$ cat config.mk
export PLATFORM = sky130hd
export DESIGN_NAME = microwire_eeprom_master_unit
export DESIGN_NICKNAME = d
export VERILOG_FILES = /design/src/rtl/mwe_pkg.sv /design/src/rtl/mwe_core.sv /design/src/rtl/microwire_eeprom_master_unit.sv
export SDC_FILE = /design/constraint.sdc
export NUM_CORES = 1
export LEC_CHECK = 0
export BUFFER_PORTS_ARGS = -buffer_cell sky130_fd_sc_hd__buf_2
export CORE_MARGIN = 8
export CORE_UTILIZATION = 49
export CTS_CLUSTER_SIZE = 28
export DETAILED_ROUTE_END_ITERATION = 10
export PLACE_DENSITY = 0.77
export SYNTH_ARGS = -nofsm -noshare
export SYNTH_HDL_FRONTEND = slang
export SYNTH_HIERARCHICAL = 1
export SYNTH_SLANG_ARGS = --single-unit
$ cat constraint.sdc
create_clock -name clk_i -period 2.7 [get_ports clk_i]
set_clock_uncertainty 0.05 [all_clocks]
set_input_delay 0 -clock clk_i [delete_from_list [all_inputs] [get_ports clk_i]]
set_output_delay 0 -clock clk_i [all_outputs]
set_load 0.005 [all_outputs]
$ cat src/rtl/mwe_pkg.sv
`default_nettype none
// ----------------------------------------------------------------------------
// mwe_pkg
// Shared types and constants of the Microwire EEPROM master: field widths,
// command modes, opcodes and the packed input and result beats.
// ----------------------------------------------------------------------------
package mwe_pkg;

  // Default width of the EEPROM address word (93C86 in byte organisation).
  localparam int unsigned MweAddrWidth = 11;

  // Fixed field widths of the stream beats and the register.
  localparam int unsigned AddrFieldW = 11;
  localparam int unsigned ByteW      = 8;
  localparam int unsigned InDataW    = 32;
  localparam int unsigned OutDataW   = 16;
  localparam int unsigned PaddrW     = 3;

  typedef enum logic [2:0] {
    MODE_READ  = 3'd0,
    MODE_WRITE = 3'd1,
    MODE_ERASE = 3'd2,
    MODE_ERAL  = 3'd3,
    MODE_WRAL  = 3'd4,
    MODE_EWEN  = 3'd5,
    MODE_EWDS  = 3'd6
  } mode_e;

  // Two opcode bits after the start bit.
  localparam logic [1:0] OP_READ  = 2'b10;
  localparam logic [1:0] OP_WRITE = 2'b01;
  localparam logic [1:0] OP_ERASE = 2'b11;
  localparam logic [1:0] OP_MISC  = 2'b00;

  // Top two address bits that select the extended commands.
  localparam logic [1:0] EXT_ERAL = 2'b10;
  localparam logic [1:0] EXT_WRAL = 2'b01;
  localparam logic [1:0] EXT_EWEN = 2'b11;
  localparam logic [1:0] EXT_EWDS = 2'b00;

  typedef enum logic [5:0] {
    PH_IDLE    = 6'b000001,
    PH_SEND    = 6'b000010,
    PH_DUMMY   = 6'b000100,
    PH_READ    = 6'b001000,
    PH_STANDBY = 6'b010000,
    PH_POLL    = 6'b100000
  } phase_e;

  typedef struct packed {
    logic                  data_out_pin;
    logic [ByteW-1:0]      read_count;
    logic [ByteW-1:0]      write_data;
    logic [AddrFieldW-1:0] address;
    logic [2:0]            mode;
    logic                  start_req;
  } mwe_in_t;

  typedef struct packed {
    logic             ready_res;
    logic             read_valid;
    logic [ByteW-1:0] read_byte;
    logic             clock_pulse;
    logic             data_in_level;
    logic             chip_select;
  } mwe_res_t;

endpackage : mwe_pkg
`default_nettype wire

$ cat src/rtl/mwe_core.sv
`default_nettype none
// ----------------------------------------------------------------------------
// mwe_core
// Frame sequencer: one step per serial bit period. Holds the phase, the frame
// shifter and the read assembler and produces the pin levels of the period.
// ----------------------------------------------------------------------------
module mwe_core
  import mwe_pkg::*;
#(
  parameter int unsigned ADDR_WIDTH = MweAddrWidth
) (
  input  wire logic                  clk_i,
  input  wire logic                  rst_ni,
  input  wire logic                  step_i,
  input  wire mwe_in_t               beat_i,
  input  wire logic [AddrFieldW-1:0] max_addr_i,
  output mwe_res_t                   res_o
);

  localparam int unsigned HdrW   = 3 + ADDR_WIDTH;
  localparam int unsigned FrameW = HdrW + ByteW;
  localparam int unsigned CntW   = $clog2(FrameW + 1);

  phase_e                 phase_q, phase_d;
  logic [FrameW-1:0]      frame_q, frame_d;
  logic [CntW-1:0]        bit_cnt_q, bit_cnt_d;
  logic [ByteW-1:0]       bytes_left_q, bytes_left_d;
  logic [ByteW-1:0]       rd_shift_q, rd_shift_d;
  logic [ByteW-1:0]       last_byte_q, last_byte_d;
  mode_e                  cur_mode_q, cur_mode_d;

  logic [31:0]            adr_wide, lim_wide;
  logic [ADDR_WIDTH-1:0]  adr, lim, adr_clamped, word;
  logic [1:0]             op;
  logic                   with_data, mode_ok;
  logic [HdrW-1:0]        hdr;
  logic [ByteW-1:0]       rd_shift_nx;
  logic [CntW-1:0]        rd_cnt_nx;

  // Address and clamp, narrowed or widened to the EEPROM address word.
  assign adr_wide    = 32'(beat_i.address);
  assign lim_wide    = 32'(max_addr_i);
  assign adr         = adr_wide[ADDR_WIDTH-1:0];
  assign lim         = lim_wide[ADDR_WIDTH-1:0];
  assign adr_clamped = (adr > lim) ? lim : adr;

  always_comb begin
    op        = OP_MISC;
    word      = '0;
    with_data = 1'b0;
    mode_ok   = 1'b1;
    case (beat_i.mode)
      MODE_READ: begin
        op   = OP_READ;
        word = adr_clamped;
      end
      MODE_WRITE: begin
        op        = OP_WRITE;
        word      = adr_clamped;
        with_data = 1'b1;
      end
      MODE_ERASE: begin
        op   = OP_ERASE;
        word = adr_clamped;
      end
      MODE_ERAL: word = {EXT_ERAL, (ADDR_WIDTH - 2)'(0)};
      MODE_WRAL: begin
        word      = {EXT_WRAL, (ADDR_WIDTH - 2)'(0)};
        with_data = 1'b1;
      end
      MODE_EWEN: word = {EXT_EWEN, (ADDR_WIDTH - 2)'(0)};
      MODE_EWDS: word = {EXT_EWDS, (ADDR_WIDTH - 2)'(0)};
      default:   mode_ok = 1'b0;
    endcase
  end

  assign hdr         = {1'b1, op, word};
  assign rd_shift_nx = {rd_shift_q[ByteW-2:0], beat_i.data_out_pin};
  assign rd_cnt_nx   = (bit_cnt_q != '0) ? bit_cnt_q - CntW'(1) : bit_cnt_q;

  always_comb begin
    phase_d      = phase_q;
    frame_d      = frame_q;
    bit_cnt_d    = bit_cnt_q;
    bytes_left_d = bytes_left_q;
    rd_shift_d   = rd_shift_q;
    last_byte_d  = last_byte_q;
    cur_mode_d   = cur_mode_q;
    res_o        = '0;

    unique case (phase_q)
      PH_IDLE: begin
        if (beat_i.start_req && mode_ok) begin
          cur_mode_d   = mode_e'(beat_i.mode);
          bytes_left_d = beat_i.read_count;
          rd_shift_d   = '0;
          // The frame is left-aligned so that the next bit is always the MSB.
          frame_d      = {hdr, with_data ? beat_i.write_data : ByteW'(0)};
          bit_cnt_d    = with_data ? CntW'(FrameW) : CntW'(HdrW);
          res_o.clock_pulse = 1'b1;
          phase_d      = PH_SEND;
        end
      end
      PH_SEND: begin
        res_o.chip_select = 1'b1;
        res_o.clock_pulse = 1'b1;
        if (bit_cnt_q != '0) begin
          res_o.data_in_level = frame_q[FrameW-1];
          frame_d   = {frame_q[FrameW-2:0], 1'b0};
          bit_cnt_d = bit_cnt_q - CntW'(1);
        end
        if (bit_cnt_q <= CntW'(1)) begin
          bit_cnt_d = '0;
          phase_d   = (cur_mode_q == MODE_READ) ? PH_DUMMY : PH_STANDBY;
        end
      end
      PH_DUMMY: begin
        res_o.chip_select = 1'b1;
        res_o.clock_pulse = 1'b1;
        bit_cnt_d  = CntW'(ByteW);
        rd_shift_d = '0;
        phase_d    = (bytes_left_q == '0) ? PH_STANDBY : PH_READ;
      end
      PH_READ: begin
        res_o.chip_select = 1'b1;
        res_o.clock_pulse = 1'b1;
        rd_shift_d = rd_shift_nx;
        bit_cnt_d  = rd_cnt_nx;
        if (rd_cnt_nx == '0) begin
          res_o.read_valid = 1'b1;
          last_byte_d  = rd_shift_nx;
          rd_shift_d   = '0;
          bit_cnt_d    = CntW'(ByteW);
          if (bytes_left_q <= ByteW'(1)) begin
            bytes_left_d = '0;
            bit_cnt_d    = '0;
            phase_d      = PH_STANDBY;
          end else begin
            bytes_left_d = bytes_left_q - ByteW'(1);
          end
        end
      end
      PH_STANDBY: begin
        phase_d = (cur_mode_q == MODE_WRITE) ? PH_POLL : PH_IDLE;
      end
      PH_POLL: begin
        res_o.chip_select = 1'b1;
        if (beat_i.data_out_pin) begin
          phase_d = PH_IDLE;
        end
      end
      default: phase_d = PH_IDLE;
    endcase

    res_o.read_byte = last_byte_d;
    res_o.ready_res = (phase_d == PH_IDLE);
  end

  always_ff @(posedge clk_i or negedge rst_ni) begin
    if (!rst_ni) begin
      phase_q      <= PH_IDLE;
      frame_q      <= '0;
      bit_cnt_q    <= '0;
      bytes_left_q <= '0;
      rd_shift_q   <= '0;
      last_byte_q  <= '0;
      cur_mode_q   <= MODE_READ;
    end else if (step_i) begin
      phase_q      <= phase_d;
      frame_q      <= frame_d;
      bit_cnt_q    <= bit_cnt_d;
      bytes_left_q <= bytes_left_d;
      rd_shift_q   <= rd_shift_d;
      last_byte_q  <= last_byte_d;
      cur_mode_q   <= cur_mode_d;
    end
  end

endmodule : mwe_core
`default_nettype wire

$ cat src/rtl/microwire_eeprom_master_unit.sv
`default_nettype none
// ----------------------------------------------------------------------------
// microwire_eeprom_master_unit
// Microwire master for a 93C86 EEPROM in byte mode. Each input beat is one
// serial bit period and yields one result beat with the pin levels.
// ----------------------------------------------------------------------------
//  Channel   Direction  Beat contents
//  s_axis    in         one bit period: request, mode, address, data, count, pin
//  m_axis    out        one bit period: cs, data-in, clock, read byte, flags
//  APB       in/out     register 0 at byte address 0: highest usable address
//
//  One beat is accepted per cycle while the result register is empty or is
//  being emptied in the same cycle.
//  The result register is the only stage between the two sides, so a stalled
//  master side holds the slave side after a single beat.
//  Reset clears the sequencer to idle, the last read byte to zero and the
//  address ceiling to 2047.
// ----------------------------------------------------------------------------
module microwire_eeprom_master_unit
  import mwe_pkg::*;
#(
  parameter int unsigned ADDR_WIDTH = MweAddrWidth
) (
  input  wire logic                clk_i,
  input  wire logic                rst_ni,
  // start_req[0], mode[3:1], address[14:4], write_data[22:15],
  // read_count[30:23], data_out_pin[31]
  input  wire logic [InDataW-1:0]  s_axis_tdata_i,
  input  wire logic                s_axis_tvalid_i,
  output logic                     s_axis_tready_o,
  // chip_select[0], data_in_level[1], clock_pulse[2], read_byte[10:3],
  // read_valid[11], ready_res[12], zero fill[15:13]
  output logic [OutDataW-1:0]      m_axis_tdata_o,
  output logic                     m_axis_tvalid_o,
  input  wire logic                m_axis_tready_i,
  input  wire logic                psel,
  input  wire logic                penable,
  input  wire logic                pwrite,
  input  wire logic [PaddrW-1:0]   paddr,
  input  wire logic [31:0]         pwdata,
  output logic [31:0]              prdata,
  output logic                     pready
);

  localparam int unsigned ResW = $bits(mwe_res_t);

  logic [AddrFieldW-1:0] max_addr_q, max_addr_d;
  logic                  out_valid_q, out_valid_d;
  mwe_res_t              res_q, res_d;
  mwe_res_t              res_now;
  logic                  step;
  logic                  reg_sel;
  mwe_in_t               beat;

  assign beat    = mwe_in_t'(s_axis_tdata_i);
  assign s_axis_tready_o = !out_valid_q || m_axis_tready_i;
  assign step    = s_axis_tvalid_i && s_axis_tready_o;

  mwe_core #(
    .ADDR_WIDTH(ADDR_WIDTH)
  ) u_core (
    .clk_i     (clk_i),
    .rst_ni    (rst_ni),
    .step_i    (step),
    .beat_i    (beat),
    .max_addr_i(max_addr_q),
    .res_o     (res_now)
  );

  // Register file: one register, selected by the word address.
  assign pready  = 1'b1;
  assign reg_sel = (paddr[PaddrW-1] == 1'b0);
  assign prdata  = reg_sel ? 32'(max_addr_q) : 32'd0;

  always_comb begin
    max_addr_d = max_addr_q;
    if (psel && penable && pwrite && pready && reg_sel) begin
      max_addr_d = pwdata[AddrFieldW-1:0];
    end
  end

  always_comb begin
    out_valid_d = out_valid_q;
    res_d       = res_q;
    if (step) begin
      out_valid_d = 1'b1;
      res_d       = res_now;
    end else if (m_axis_tready_i) begin
      out_valid_d = 1'b0;
    end
  end

  always_ff @(posedge clk_i or negedge rst_ni) begin
    if (!rst_ni) begin
      max_addr_q  <= {AddrFieldW{1'b1}};
      out_valid_q <= 1'b0;
    end else begin
      max_addr_q  <= max_addr_d;
      out_valid_q <= out_valid_d;
    end
  end

  always_ff @(posedge clk_i) begin
    res_q <= res_d;
  end

  assign m_axis_tvalid_o = out_valid_q;
  assign m_axis_tdata_o  = {(OutDataW - ResW)'(0), res_q};

endmodule : microwire_eeprom_master_unit
`default_nettype wire
======== Yosys cells after proc, flatten, opt, wreduce, memory -nomap -nowiden ========
Cells that the tools add are included.
cells by class
  $lt $le $gt $ge ......................... 3
  equal/unequal tests ..................... 17
  multiplexer cells ....................... 41
  bitwise operators ....................... 1
  add/sub/neg operators ................... 2
  reductions and logical operators ........ 28
operators with widths
  operator               count
  $mux W8                6
  $mux W22               2
  $pmux W11 S4           1
  $pmux W22 S2           1
  $mux W6                6
  $pmux W6 S6            1
  $mux W5                7
  $mux W11               2
  $pmux W7 S3            1
  $pmux W5 S4            1
  $pmux W8 S2            1
  $mux W7                2
  $eq A6 B1 Y1 const B   2
  $gt A11 B11 Y1         1
  $eq A3 B3 Y1 const B   3
  $reduce_and A3 Y1      3
  $le A8 B1 Y1 const B   1
  $logic_not A8 Y1       1
  $reduce_and A4 Y1      2
  $sub A8 B1 Y8 const B  1
  $mux W1                7
  $reduce_or A7 Y1       1
  $eq A3 B1 Y1 const B   2
  $eq A3 B2 Y1 const B   2
  other kinds (25)       35
storage, ports and cells
  bits in registers ....................... 84
  logic and storage cells ................. 107
  output and inout port bits .............. 51

======== Logic depth before layout (Yosys ltp) ========
  depth in word-level cells ............... 7
  depth in mapped cells ................... 9

======== Modules after synthesis ========
Netlist, hierarchy kept.
modules (own cells, without submodules)
  module                        times used  sequential area each (µm²)  cells an instance  area an instance (µm²)
  mwe_core                      1           1,477.7                     433                3,801.1
  microwire_eeprom_master_unit  1           704.4                       80                 1,188.6

======== Worst setup path before layout ========
No wires, ideal clock.
  path kind ............................... register to register
  from .................................... register u_core.bit_cnt_q[0]
  to ...................................... register res_q, in the netlist m_axis_tdata_o[10], data pin
  data required time ...................... 2.390 ns
  period minus slack after synthesis ...... 2.563 ns
  stages on the path, launching flop included .. 8
  data arrival time ....................... 2.253 ns
  path slack .............................. 0.137 ns
  path buffers ............................ 0
  cells stage by stage .................... dfrtp_1 -> inv_1 -> ha_1 -> nor3b_1 -> mux2_2 -> a311oi_4 -> nand3_2 -> mux2_2
RTL lines
  element                   RTL line                             source
  start: declaration        mwe_core.sv:26                       logic [CntW-1:0] bit_cnt_q, bit_cnt_d;
  start signal: assignment  mwe_core.sv:171                      bit_cnt_q <= bit_cnt_d;
  end signal: assignment    microwire_eeprom_master_unit.sv:104  res_q <= res_d;
  end: declaration          microwire_eeprom_master_unit.sv:49   mwe_res_t res_q, res_d;

======== Worst setup path in the final report ========
  from .................................... register u_core.bit_cnt_q[1]
  to ...................................... register u_core.bytes_left_q[7]
on the way
  cells in the longest elaborated chain, start to end .. 5
  elaborated cells between the ends (all ways) .. 6
  those cells by class .................... add/sub (1); eq/ne (1); mux (1); reduce/logical (3)
RTL lines
  element                                                     RTL line         source
  $sub A5 B1 Y5 / $reduce_bool A5 Y1 (equally long branches)  mwe_core.sv:79   assign rd_cnt_nx = (bit_cnt_q != '0) ? bit_cnt_q - CntW'(1) : bit_cnt_q;
  $mux W5 *                                                   -
  $logic_not A5 Y1 *                                          mwe_core.sv:129  if (rd_cnt_nx == '0) begin
  $ne A2 B1 Y1 (no line) *                                    -
  $reduce_and A4 Y1 (no line) *                               -
  end signal: assignment                                      mwe_core.sv:172  bytes_left_q <= bytes_left_d;
  end: declaration                                            mwe_core.sv:27   logic [ByteW-1:0] bytes_left_q, bytes_left_d;
Every way passes the cells marked *; elsewhere a longest branch is shown, timed or not.
A chain may end at the register's enable or synchronous reset.

==> flow_summary.json <==
{
  "netlist_area_um2": 4990,
  "final_area_um2": 6090,
  "maxCapViolations": 0,
  "antenna_cells": 0,
  "hold_class": "primary input to register",
  "post_dp_cell_area_um2": 5430,
  "grt_pass1_vias": 4257,
  "dr.pass1.iters": 4,
  "drt_wl_total_um": 11800,
  "synth_common_cells": "dfrtp_1, nand2_1, nor2_1",
  "cts_setup_buffers": 0,
  "synthAdderAreaFrac": 0.0426,
  "core_um2": 10100,
  "setup_ws_ps": 92.0,
  "port_buffers": 76,
  "hp-start": "s_axis_tdata_i[14]",
  "power.density_nw_per_um2": 697,
  "synth_top_area_share": 0.296,
  "routedWlPerCell_um": 15.2,
  "final_cells": 774,
  "required_ps": 2890,
  "path_max_fanout": 7,
  "slew_viol_final": 0,
  "muxShareOfSynthArea": 0.0875,
  "clock.fmax_ghz": 0.383,
  "yosysMostFrequentCell": "dfrtp_1",
  "irDropWorstVdd_uv": 397,
  "io_pins": 125,
  "grt_pass1_wl_um": 19500,
  "cts_buffers": 9,
  "clock-sinks": 84,
  "antenna_found_initial": 0,
  "avgSynthCellArea_um2": 9.73,
  "status": "finished, final reports clean",
  "drcViolationCount": 0,
  "hold_viol_final": 0,
  "tightest_slew_ps": 903,
  "synth_simple_gate_area_frac": 0.182,
  "track_usage": 0.177,
  "synthXorXnorAreaFrac": 0.00702,
  "synth_ff_type": "dfrtp_1",
  "crit_path_end_kind": "register",
  "min_period_over_period": 0.966,
  "hold_slack_ps": 58.9,
  "cts_tree": "done",
  "cts_root_buf": "clkbuf_8",
  "final_layout_size_suffix_gt1_frac": 0.263,
  "dr_total_vias": 4193,
  "max_stage_delay_ps": 420,
  "synth_cell_types": 71,
  "die_height_um": 117,
  "die_area_um2": 13700,
  "synth_compound_area_frac": 0.162,
  "start_util": 0.494,
  "async_flop_share": 0.845,
  "die-width_um": 117,
  "relSlewSlack": 0.398,
  "slowest_stage": "dfrtp_1",
  "synth_area_leaders": "dfrtp_1, edfxtp_1, dfstp_2",
  "area_growth_pct": 22.1,
  "min_path_cells": 4,
  "final_nets": 724,
  "drt_iter0_drc": 262,
  "path_cells": "inv_1, ha_1, nor3b_1, mux2_2, a311oi_4, buf_4, a31oi_4, o31ai_1, o21ai_1",
  "synth_edf_count": 13,
  "reg2reg_depth": 9,
  "cp_top_family": "compound AO/OA/AOI/OAI gates",
  "final_antenna_net_count": 0,
  "ys_seq_area_frac": 0.437,
  "finalPower_mw": 4.25,
  "criticalPathCategory": "register to register",
  "synth_cells": 513,
  "synth_top_area_cell": "dfrtp_1",
  "num-fill-cells": 860,
  "total_leakage_power_nw": 2.84,
  "post_drt_via_cell_ratio": 5.42,
  "htree_levels": 3,
  "max-clock-path-buffers": 2,
  "worstSkewPairLatency_ps": 350,
  "grt_overflow": 0,
  "place_inst": 715,
  "fin_util": 0.604,
  "rr_endpoint": "u_core/bytes_left_q[7]",
  "crit_buf_inv": 2,
  "r2r_start": "u_core/bit_cnt_q[1]",
  "dpl_worst_slack_ps": 41.0,
  "gp_congestion": 0.870,
  "startpoint_type": "register",
  "finalSetupTns_ps": 0,
  "cts.clk_slew.worst_paths_ps": 90,
  "reg2reg_setup_slack_ps": 90,
  "setup_violations": 0,
  "post-dp-hpwl_um": 8140,
  "fp-row-count": 37,
  "crit_arrival_ps": 2790,
  "holdPathEnd": "u_core/frame_q[18]",
  "fin_crit_ps": 2610,
  "synth_top_family_by_area": "simple AND/OR/NAND/NOR gates",
  "ys_seq_elements": 84,
  "grt_start_max_net_pins": 72,
  "synth_warnings": 6
}
## worst max-delay path by stage
stage                             start                      to  cells after the start
global placement    u_core/bit_cnt_q[1]  u_core/bytes_left_q[1]                      9
finish              u_core/bit_cnt_q[1]  u_core/bytes_left_q[7]                      9
floorplan           u_core/bit_cnt_q[0]      m_axis_tdata_o[10]                      7
CTS                 u_core/bit_cnt_q[1]  u_core/bytes_left_q[1]                      9
detailed placement  u_core/bit_cnt_q[1]  u_core/bytes_left_q[1]                      9
global route        u_core/bit_cnt_q[1]   u_core/last_byte_q[0]                      8
## cells by family after synthesis
family	after synthesis
multiplexers	36
flip-flops	84
XOR/XNOR	4
buffers and inverters	71
other	2
adder cells (fa/ha/maj)	17
AO/OA/AOI/OAI	121
AND/OR/NAND/NOR	178
## worst reg2reg max path: stages (launching register included)
cell and delay (ps):
dfrtp_1 420, inv_1 120, ha_1 170, nor3b_1 220, mux2_2 380, a311oi_4 370, buf_4 230, a31oi_4 140
o31ai_1 300, o21ai_1 100
## where the power goes
part / internal [mW] / switching [mW] / leakage, nW
Combinational: 0.643 / 0.801 / 1.74
Clock: 0.403 / 0.484 / 0.0990
Sequential: 1.65 / 0.267 / 1.00
## registers in the layout, indices dropped and copies added, names as in the netlist
register             count
m_axis_tdata_o          13
m_axis_tvalid_o          1
max_addr_q              11
u_core/bit_cnt_q         5
u_core/bytes_left_q      8
u_core/cur_mode_q        3
u_core/frame_q          22
u_core/last_byte_q       8
u_core/phase_q           6
u_core/rd_shift_q        7
## timing repair
action / 4_1_cts / 5_1_grt
hold buffers: 43 / 0
resized for setup: 0 / 5
endpoints found under the setup margin: 0 / 19
endpoints found under the hold margin: 102 / 0
## placed cells by master (no fill, tap or decap), types with 6 or more instances in the layout
master / instances
dfrtp_1: 59
o21ai_1: 12
buf_4: 17
inv_1: 20
a31oi_1: 8
mux2_2: 21
a21oi_1: 30
edfxtp_1: 13
ha_1: 17
mux2_4: 10
o31ai_1: 9
a221oi_1: 8
nor2_1: 47
dfstp_2: 12
nor2b_1: 13
nand2b_1: 6
nand3_1: 14
nor3_1: 16
o21ai_0: 21
clkbuf_8: 9
conb_1: 25
nand2_1: 48
buf_2: 76
dlygate4sd3_1: 43
## cell type report
class,instances,area [um^2],share of cell area
Multi-Input combinational cell,381,2520,0.414
Sequential cell,84,2180,0.358
Timing Repair Buffer,136,938,0.154
Tap cell,136,170,0.0279
Clock buffer,10,149,0.0244
Inverter,21,78.8,0.0129
Clock inverter,6,51.3,0.00842
## per-layer routing
metal / GRT usage / share of wire
met4: 0.0444 / 0.0083
met1: 0.197 / 0.39
met3: 0.0523 / 0.076
met5: 0 / 0
met2: 0.325 / 0.53
No activity file was read; power rests on OpenSTA's default activity.
